===== src/hdl/mwi_pkg.sv =====
// Shared types and constants for the mipmapped wavetable interpolator.
package mwi_pkg;

    // Default number of index bits of the largest level (level 0)
    localparam int unsigned TABLE_BITS_DEF = 10;

    // Fixed field widths
    localparam int unsigned LEVEL_W  = 4;
    localparam int unsigned WIDX_W   = 10;
    localparam int unsigned SAMPLE_W = 16;
    localparam int unsigned PHASE_W  = 32;
    localparam int unsigned FRAC_W   = 16;

    // Item function codes
    localparam logic FUNC_WRITE = 1'b0;
    localparam logic FUNC_READ  = 1'b1;

    // Registered read data handed from the store to the interpolator
    typedef struct packed {
        logic signed [SAMPLE_W-1:0] si;
        logic signed [SAMPLE_W-1:0] sj;
        logic        [FRAC_W-1:0]   frac;
    } t_rd_data;

endpackage


===== src/hdl/mwi_lerp.sv =====
// Pipelined linear interpolation with per-stage flow control.
module mwi_lerp (
    input  logic                                i_clk,
    input  logic                                i_rst_n,
    input  logic                                i_load,
    input  mwi_pkg::t_rd_data                   i_rd,
    input  logic                                i_stall,
    output logic                                o_ready,
    output logic                                o_valid,
    output logic signed [mwi_pkg::SAMPLE_W-1:0] o_sample_out
);

    localparam int unsigned PROD_W = 2 * mwi_pkg::SAMPLE_W + 1;
    localparam int unsigned SUM_W  = mwi_pkg::SAMPLE_W + 2;

    logic                                en1;
    logic                                en2;
    logic                                en3;
    logic signed [mwi_pkg::SAMPLE_W:0]   diff;
    logic signed [mwi_pkg::FRAC_W:0]     fs;
    logic signed [PROD_W-1:0]            n_prod;
    logic signed [PROD_W-1:0]            rnd;
    logic signed [SUM_W-1:0]             sum;

    logic                                r_v1;
    logic                                r_v2;
    logic                                r_v3;
    logic signed [PROD_W-1:0]            r_prod;
    logic signed [mwi_pkg::SAMPLE_W-1:0] r_si2;
    logic signed [mwi_pkg::SAMPLE_W-1:0] r_out;

    // Advance a stage when the one after it is empty or moving
    assign en3     = !r_v3 || !i_stall;
    assign en2     = !r_v2 || en3;
    assign en1     = !r_v1 || en2;
    assign o_ready = en1;

    // Scale the sample difference by the fraction
    always_comb begin
        diff   = (mwi_pkg::SAMPLE_W+1)'(i_rd.sj) - (mwi_pkg::SAMPLE_W+1)'(i_rd.si);
        fs     = $signed({1'b0, i_rd.frac});
        n_prod = PROD_W'(fs) * PROD_W'(diff);
        // Round to nearest with ties up, then add the base sample
        rnd    = (r_prod + PROD_W'(32768)) >>> mwi_pkg::FRAC_W;
        sum    = SUM_W'(r_si2) + $signed(rnd[SUM_W-1:0]);
    end

    // Track valid items through the stages
    always_ff @(posedge i_clk) begin
        if (!i_rst_n) begin
            r_v1 <= 1'b0;
            r_v2 <= 1'b0;
            r_v3 <= 1'b0;
        end else begin
            if (en1) begin
                r_v1 <= i_load;
            end
            if (en2) begin
                r_v2 <= r_v1;
            end
            if (en3) begin
                r_v3 <= r_v2;
            end
        end
    end

    // Hold product and result while their stage is stalled
    always_ff @(posedge i_clk) begin
        if (en2) begin
            r_prod <= n_prod;
            r_si2  <= i_rd.si;
        end
        if (en3) begin
            r_out <= sum[mwi_pkg::SAMPLE_W-1:0];
        end
    end

    assign o_valid      = r_v3;
    assign o_sample_out = r_out;

    a_load_when_ready: assert property (@(posedge i_clk) disable iff (!i_rst_n)
        i_load |-> o_ready)
        else $error("read loaded while first stage blocked");

    a_full_blocks: assert property (@(posedge i_clk) disable iff (!i_rst_n)
        (r_v1 && r_v2 && r_v3 && i_stall) |-> !o_ready)
        else $error("full pipeline still accepting");

    a_reset_empty: assert property (@(posedge i_clk)
        !i_rst_n |=> (!r_v1 && !r_v2 && !r_v3))
        else $error("pipeline not empty after reset");

endmodule


===== config.mk =====
export PLATFORM = sky130hd
export DESIGN_NAME = mwi_lerp
export DESIGN_NICKNAME = d
export VERILOG_FILES = /design/src/hdl/mwi_pkg.sv /design/src/hdl/mwi_lerp.sv
export SDC_FILE = /design/constraint.sdc
export NUM_CORES = 1
export LEC_CHECK = 0
export BUFFER_PORTS_ARGS = -buffer_cell sky130_fd_sc_hd__clkbuf_2
export CAP_MARGIN = 20
export CORE_UTILIZATION = 45
export DETAILED_ROUTE_END_ITERATION = 7
export PLACE_DENSITY_LB_ADDON = 0.2
export SYNTH_ARGS = -nofsm -noshare
export SYNTH_HDL_FRONTEND = slang
export SYNTH_SLANG_ARGS = --single-unit

===== constraint.sdc =====
create_clock -name i_clk -period 10 [get_ports i_clk]
set_clock_uncertainty 0.2 [all_clocks]
set_input_delay 2 -clock i_clk [delete_from_list [all_inputs] [get_ports i_clk]]
set_output_delay 2 -clock i_clk [all_outputs]
set_load 0.01 [all_outputs]

# Word level (Yosys, flattened, before mapping)
# Index checks and enable logic that the tools add are counted.
# word_totals
inputBits	52
elab_cells	17
out_inout_bits	18
regBits	67
# op_classes
n_addsub	3
n_reduce_logical	7
mul	1
# op_table
cell	n
adder 32 x 17 -> 32 bit, second input constant	1
multiplier 17 x 17 -> 32 bit	1
subtractor 16 x 16 -> 17 bit	1
adder 16 bit	1
zero test 1 bit	4
logical OR 1 bit	3

# Longest topological paths before layout
# Gate-level depths: netlist of the first run.
# depth
depth_word	4
depth_mapped	32
mapped_depth_nobuf	31

# Least setup slack after synthesis of the first run
# OpenSTA, ideal clock, no wires.
# synth_path
path_type	input-to-reg
start	in i_rd[16] in the netlist's numbering
end	reg r_prod[31] (data pin)
path_buffers	1
t_required_ns	9.542
path_slack_ns	0.552
setup_ns	0.258
t_arrival_ns	8.991
path_stages	32
path_cell_list	inv_1 > ha_1 > fa_1 > nor2b_1 > o21ai_1 > a21boi_2 > nor2_1 > o31ai_1 > a21oi_1 > xnor2_1 > buf_2 > nand2_1 > fa_1 > inv_1 > fa_1 > inv_1 > fa_1 > inv_1 > fa_1 > fa_1 > inv_1 > fa_1 > inv_1 > ha_1 > and3_1 > nor2b_1 > o31ai_1 > o211ai_2 > o311ai_4 > o311ai_1 > a41o_1 > xnor2_1
# synth_via
elab_chain_len	2
# synth_rtl
element	line	text
start, declared	mwi_lerp.sv:6	input mwi_pkg::t_rd_data i_rd,
subtractor 16 x 16 -> 17 bit	mwi_lerp.sv:40	diff = (mwi_pkg::SAMPLE_W+1)'(i_rd.sj) - (mwi_pkg::SAMPLE_W+1)'(i_rd.si);
multiplier 17 x 17 -> 32 bit	mwi_lerp.sv:42	n_prod = PROD_W'(fs) * PROD_W'(diff);
named net n_prod[31]	mwi_lerp.sv:21	logic signed [PROD_W-1:0] n_prod;
end signal, assigned	mwi_lerp.sv:70	r_prod <= n_prod;
end, declared	mwi_lerp.sv:28	logic signed [PROD_W-1:0] r_prod;
# The timed path passes the listed nets, and every way through them passes these cells.
# A chain may end at the register's enable or synchronous reset.

# Worst setup path in the final report of the first run
# Ends and elaborated chain as after synthesis.

==> impl_metrics.yaml, run 1 <==
outcome:
  status: "completed"
flow_run:
  cap_violations: 0
final_layout:
  multi_input_area_um2: 9080
  drive_above_1_share_pct: 9.33
  area_growth_pct: 8.86
  ff_latch_area_um2: 1530
  stdcell_area_um2: 12900
  fillers: 2513
  nets: 1746
  diodes: 0
critical_path:
  arrival_ps: 9390
  r2r-start: "r_prod[15]"
  crit_top_cell: "fa_1"
  slowest_stage: "fa_1"
  cp-end-kind: "flop"
  cp-start-kind: "input pin"
  slowest_delay_ps: 520
  crit_fanout: 16
  crit_type: "in2reg"
  required_ps: 9850
  critPathLaunch: "i_rd[16]"
  rrSetupSlack_ps: 6480
timing:
  setup_viol: 0
  clock.fmax_mhz: 105
  setup_tns_ps: 0
  slew_headroom_pct: 47.4
  setup_ws_ps: 459
  finalCriticalPeriod_ps: 9540
  rsz0062_at_grt: "no"
  fin_crit_sh_pct: 95.4
  whs_ps: 290
  finalMaxSlewViolations: 0
  worst_pin_slew_ps: 788
  hold_violations: 0
logic_synthesis:
  ys_ff_latch: 52
  synthFlopType: "edfxtp_1"
  synth_warnings: 0
  synthCells: 1273
  avgSynthCellArea_um2: 9.32
  synth_edf_count: 49
  async_reset_ff_share_pct: 0
  syn-cell-area_um2: 11900
  ys_seq_area_share_pct: 12.9
  synth_nets: 1680
  synth.distinct_cells: 50
cts:
  htreeDepth: 2
  cts_buffer_depth: 2
  cts_inserted_buffers: 5
  cts_tree: "yes"
  clkLatencyLatePin_ps: 290
  clockRootBuffer: "clkbuf_16"
  path_clk_slew_ps: 70
  cts.sinks: 52
floorplanning:
  num_rows: 59
  die_x_um: 164
  design.die.area_um2: 27000
  die_h_um: 164
  ios: 70
  coreArea_um2: 26000
  initial_core_util_pct: 45.6
grt:
  overflow: 0
  grt_use_total_pct: 20.8
  grt_max_degree: 34
  first_global_vias: 8829
  grt_antenna_before_repair: 0
  grt_pass1_wl_mm: 44.2
place:
  place_congestion: 0.863
  hpwl_mm: 22.0
  placed_area_um2: 12700
  port_buffers: 69
  pre_cts_slack_ps: 155
detailed_routing:
  ant_nets: 0
  vias: 8407
  wl_per_cell_um: 15.8
  drt-vias-per-instance: 5.02
  drc_errors: 0
  first_pass_iters: 5
  routed_wirelength_mm: 26.5
  drt_iter0_drc: 403
min_path:
  hold_start: "r_v2"
  hold_path.class: "reg2reg"
==> worst max-delay path, delay by kind of cell <==
kind / cells / cell delay, ps
adder cells (fa/ha/maj): 9 / 3840
AO/OA/AOI/OAI: 9 / 1990
AND/OR/NAND/NOR: 5 / 680
buffers and inverters: 8 / 540
XOR/XNOR: 2 / 300
==> cells by family (layout without fill, tap and decap cells) <==
| kind of cell | after synthesis | count (layout) | share of synthesized area, % |
|---|---|---|---|
| simple gates | 391 | 391 | 16.1 |
| fa+ha+maj | 355 | 355 | 50.7 |
| buf+inv | 328 | 395 | 10.5 |
| compound gates | 86 | 86 | 5.18 |
| xor+xnor | 61 | 61 | 4.50 |
| flops | 52 | 52 | 12.9 |
==> per-layer routing <==
metal,up-vias,GRT usage (%),wire length (um)
li1,4024,-,-
met1,4214,28.9,12600
met2,150,36.4,12900
met3,19,1.04,827
met4,0,3.66,277
met5,-,0,0
==> through the flow <==
stage	util, %	cells
floorplan	-	1273
global placement	48.8	1664
detailed placement	48.8	1664
CTS	49.6	1672
global route	49.7	1675
finish	49.7	1675
==> worst paths after layout <==
| kind | to | cells past startpoint |
|---|---|---|
| min | o_valid | 2 |
| max | r_prod[31] | 33 |
| max reg2reg | o_sample_out[15] | 11 |
| min reg2reg | o_valid | 2 |
==> final cells by class <==
| class | instances | share of cell area [%] |
|---|---|---|
| clock buffer | 5 | 0.969 |
| clock inverter | 3 | 0.533 |
| inverter | 291 | 8.46 |
| multi-input combinational | 893 | 70.4 |
| sequential | 52 | 11.9 |
| tap | 335 | 3.25 |
| timing repair buffer | 96 | 4.56 |
==> timing repair <==
| action | 4_1_cts | 5_1_grt |
|---|---|---|
| resized for setup | 0 | 2 |
| endpoints found under the setup margin | 0 | 1 |
| hold buffers | 0 | 0 |
| buffers inserted | 0 | 3 |
==> layout by cell type (no fill, tap or decap), types with 23 or more instances in the layout <==
| cell | netlist | routed |
|---|---|---|
| a21oi_1 | 27 | 27 |
| ha_1 | 145 | 145 |
| clkbuf_2 | 0 | 69 |
| buf_4 | 1 | 23 |
| inv_1 | 291 | 291 |
| nor2b_1 | 39 | 39 |
| edfxtp_1 | 49 | 49 |
| fa_1 | 210 | 210 |
| and3_1 | 23 | 23 |
| and2_1 | 69 | 69 |
| nand2_1 | 158 | 158 |
| nor2_1 | 44 | 44 |
| xnor2_1 | 46 | 46 |
==> state kept, by name, summed over array words and instances, names as in the netlist <==
name          flops
r_si2            16
o_valid           1
r_v1              1
r_prod           17
o_sample_out     16
r_v2              1
==> Yosys cell counts (all sizes together) (4+ instances only) <==
| cell | number | area, um^2 |
|---|---|---|
| a211oi | 7 | 52.6 |
| a21o | 7 | 52.6 |
| a21oi | 27 | 135 |
| a31oi | 4 | 25.0 |
| and2 | 69 | 432 |
| and3 | 23 | 144 |
| buf | 8 | 47.5 |
| clkbuf | 29 | 109 |
| edfxtp | 49 | 1470 |
| fa | 210 | 4200 |
| ha | 145 | 1810 |
| inv | 291 | 1090 |
| nand2 | 158 | 593 |
| nand2b | 6 | 37.5 |
| nand3 | 22 | 110 |
| nor2 | 44 | 165 |
| nor2b | 39 | 244 |
| nor3 | 9 | 45.0 |
| o21a | 4 | 30.0 |
| o21ai | 15 | 86.3 |
| or2 | 10 | 62.6 |
| or3 | 4 | 25.0 |
| xnor2 | 46 | 403 |
| xor2 | 15 | 131 |
Power of run 1 is left out: the tool's default activity adds up to more than one toggle a clock period on the data nets, which glitch-free logic cannot reach.
==> run 2: changes to the inputs <==
ABC_CLOCK_PERIOD_IN_PS = 11590   (was not set)
clock period = 11.59 ns   (was 10 ns; I/O delays follow)
==> run 2 against run 1 <==
  * Setup slack better by 860 ps
  * Final cell count is 0.78% lower
  * Final area decreased by 1.4%
  * First-iteration DRC count up 11%
  * Core utilization is 0.71 points lower
  * Global-route usage grew 0.18 points
  * Non-clock buffer count shrank 13
  * Flip-flop and latch count stayed put
  * Routed wire length shrank 0.79%
  * Largest cell class unchanged
==> impl_metrics.yaml, run 2 (synthesis results as in run 1) <==
grt:
  grt_pass1_wl_mm: 44.2
  grt_use_total_pct: 21.0
  grt_antenna_before_repair: 0
  first_global_vias: 8826
  grt_max_degree: 34
  overflow: 0
cts:
  cts_hold_buffers: 0
  cts_tree: "yes"
  path_clk_slew_ps: 70
  cts_inserted_buffers: 5
  cts_buffer_depth: 2
  clockRootBuffer: "clkbuf_16"
  ctsResizeCount: 0
  htreeDepth: 2
  clkLatencyLatePin_ps: 290
  cts.sinks: 52
  post_cts_buffers: 0
detailed_routing:
  routed_wirelength_mm: 26.3
  drt-vias-per-instance: 5.00
  ant_nets: 0
  drc_errors: 0
  wl_per_cell_um: 15.8
  first_pass_iters: 4
  drt_iter0_drc: 449
  vias: 8318
final_layout:
  largest_reg_flops: 17
  regMostFlops: "r_prod"
  drive_above_1_share_pct: 8.36
  fillers: 2502
  diodes: 0
  mostFrequentLayoutCells: "inv_1, fa_1, nand2_1"
  nets: 1733
  final_common_cell: "inv_1"
  area_growth_pct: 7.30
timing:
  clock.fmax_mhz: 97.3
  setup_tns_ps: 0
  worst_pin_slew_ps: 940
  hold_violations: 0
  finalCriticalPeriod_ps: 10270
  slew_headroom_pct: 37.1
  fin_crit_sh_pct: 88.6
  finalMaxSlewViolations: 0
  rsz0062_at_grt: "no"
  setup_viol: 0
critical_path:
  cp-end-kind: "flop"
  r2r-end: "o_sample_out[14]"
  arrival_ps: 10130
  rrSetupSlack_ps: 8040
  crit_top_cell: "fa_1"
  cp-start-kind: "input pin"
  cp.depth: 32
  slowest_delay_ps: 730
  crit_fanout: 9
  slowest_stage: "xnor2_1"
  crit_type: "in2reg"
  path_delay_family: "adder cells"
  ff2ff_path_depth: 11
  r2r-start: "r_prod[15]"
  required_ps: 11440
  critPathBufInv: 7
floorplanning:
  ios: 70
  initial_core_util_pct: 45.6
  design.die.area_um2: 27000
  die_h_um: 164
  die_x_um: 164
  coreArea_um2: 26000
  num_rows: 59
place:
  hpwl_mm: 21.6
  place_congestion: 0.831
  port_buffers: 69
outcome:
  status: "completed"
min_path:
  min_path_cells: 1
  hold_start: "r_v1"
  hold-path-endpoint: "r_v2"
  hold_path.class: "reg2reg"
flow_run:
  cap_violations: 0
run 2: layer usage:
metal  wire [um]  track usage [%]  vias to the layer above
met4         237             3.24                        0
met1       12600             29.4                     4147
li1            -                -                     4001
met2       12500             36.0                      154
met5           0                0                        -
met3        1010             1.84                       16
run 2: stage by stage:
stage               std cells  hold WS (ps)  util [%]  instance area (um^2)  setup WS (ps)
floorplan                1273           251         -                 11900           1820
global placement         1654           268      48.4                 12600           1090
detailed placement       1654           294      48.4                 12600           1050
CTS                      1662           310      49.0                 12700           1310
global route             1662           331      49.0                 12700            905
finish                   1662           302      49.0                 12700           1320
run 2: how the worst max path moves through the flow:
stage / start / end
floorplan: i_rd[16] / r_prod[31]
global placement: i_rd[16] / r_prod[31]
detailed placement: i_rd[16] / r_prod[31]
CTS: i_rd[16] / r_prod[31]
global route: i_rd[16] / r_prod[31]
finish: i_rd[16] / r_prod[31]
run 2: layout make-up:
type	instances	area, um^2	area share [%]
multi-input cells	893	9080	71.3
repair buffers	83	450	3.54
clock buffers	5	125	0.983
well taps	335	419	3.29
flip-flops and latches	52	1530	12.0
clock inverters	3	27.5	0.216
inverters	291	1090	8.58
Power of run 2 is left out for the same reason.
==> run 3: changes to the inputs <==
CORE_MARGIN = 3   (was not set)
==> run 3 against run 2 <==
  * Maximum frequency grew 2.9%
  * First-iteration DRC count shrank 20%
  * Register-to-register slack is essentially flat
  * Flip-flop and latch count is the same
  * Highest routed layer unchanged
==> impl_metrics.yaml, run 3 (synthesis results as in run 1) <==
cts:
  cts_inserted_buffers: 5
  post_cts_buffers: 0
  clkLatencyLatePin_ps: 290
  cts_hold_buffers: 0
  cts.sinks: 52
  ctsResizeCount: 0
  htreeDepth: 2
  path_clk_slew_ps: 70
  clockRootBuffer: "clkbuf_16"
  cts_buffer_depth: 2
  cts_tree: "yes"
place:
  port_buffers: 69
  hpwl_mm: 21.6
  place_congestion: 0.862
  placed_cells: 1649
detailed_routing:
  wl_per_cell_um: 15.7
  vias: 8281
  drt-vias-per-instance: 5.00
  drt_iter0_drc: 359
  drc_errors: 0
  first_pass_iters: 5
  routed_wirelength_mm: 26.0
  ant_nets: 0
outcome:
  status: "completed"
timing:
  finalMaxSlewViolations: 0
  finalCriticalPeriod_ps: 9980
  slew_headroom_pct: 45.1
  clock.fmax_mhz: 100
  worst_pin_slew_ps: 822
  hold_violations: 0
  fin_crit_sh_pct: 86.1
  rsz0062_at_grt: "no"
  setup_tns_ps: 0
  setup_viol: 0
final_layout:
  regMostFlops: "r_prod"
  finalNonFillerCells: 1657
  largest_reg_flops: 17
  utilization_pct: 49.7
  nets: 1733
  final_common_cell: "inv_1"
  area_growth_pct: 7.14
  drive_above_1_share_pct: 8.21
  diodes: 0
  mostFrequentLayoutCells: "inv_1, fa_1, nand2_1"
critical_path:
  r2r-start: "r_prod[15]"
  path_delay_family: "adder cells"
  required_ps: 11440
  cp-start-kind: "input pin"
  crit_top_cell: "fa_1"
  critPathLaunch: "i_rd[16]"
  critPathBufInv: 5
  cp-end-kind: "flop"
  arrival_ps: 9830
  crit_fanout: 7
  slowest_delay_ps: 570
  crit_type: "in2reg"
  slowest_stage: "fa_1"
floorplanning:
  num_rows: 58
  design.die.area_um2: 28300
  initial_core_util_pct: 46.4
  die_h_um: 168
  coreArea_um2: 25500
  ios: 70
  die_x_um: 168
grt:
  grt_antenna_before_repair: 0
  grt_max_degree: 34
  first_global_vias: 8859
  overflow: 0
  grt_pass1_wl_mm: 44.6
  grt_use_total_pct: 19.3
flow_run:
  cap_violations: 0
min_path:
  hold_path.class: "reg2reg"
  hold_start: "r_v2"
-- run 3: cell types whose count changed in the layout (fill, tap and decap cells not counted), sizes merged --
| cell | before | now |
|---|---|---|
| clkbuf | 74 | 75 |
| inv | 292 | 291 |
-- run 3: through the flow --
| stage | hold slack (ps) | instance area, um^2 | worst slack [ps] |
|---|---|---|---|
| after floorplan | 251 | 11900 | 1820 |
| after global placement | 268 | 12600 | 1440 |
| after detailed placement | 277 | 12600 | 1320 |
| after CTS | 294 | 12700 | 1620 |
| after global routing | 329 | 12700 | 1150 |
| final | 295 | 12700 | 1610 |
-- run 3: path summary, 6_finish.rpt --
path	endpoint	slack [ps]	cells past startpoint
worst max-delay path	r_prod[31]	1610	30
worst min-delay path	o_valid	290	2
worst max register to register	o_sample_out[15]	8040	11
worst min register to register	o_valid	290	2
-- run 3: final cells by class --
cell class,instances,area (um^2)
flip-flops and latches,52,1530
repair buffers,83,450
inverters,291,1090
clock buffers,6,129
fillers,2461,12800
well taps,330,413
multi-input cells,893,9080
clock inverters,2,11.3
-- run 3: worst min-delay path, stage by stage (launching register included) --
cell	delay (ps)
dfxtp_1	330
a21oi_1	40
nor2b_1	90
-- run 3: metal layers --
layer	vias up	global-route usage (%)	share of wire, %
met2	159	32.6	47
met3	16	2.14	4.6
met1	4105	27.6	48
met4	0	2.53	0.89
li1	4001	-	-
met5	-	0	0
Power of run 3 is left out for the same reason.
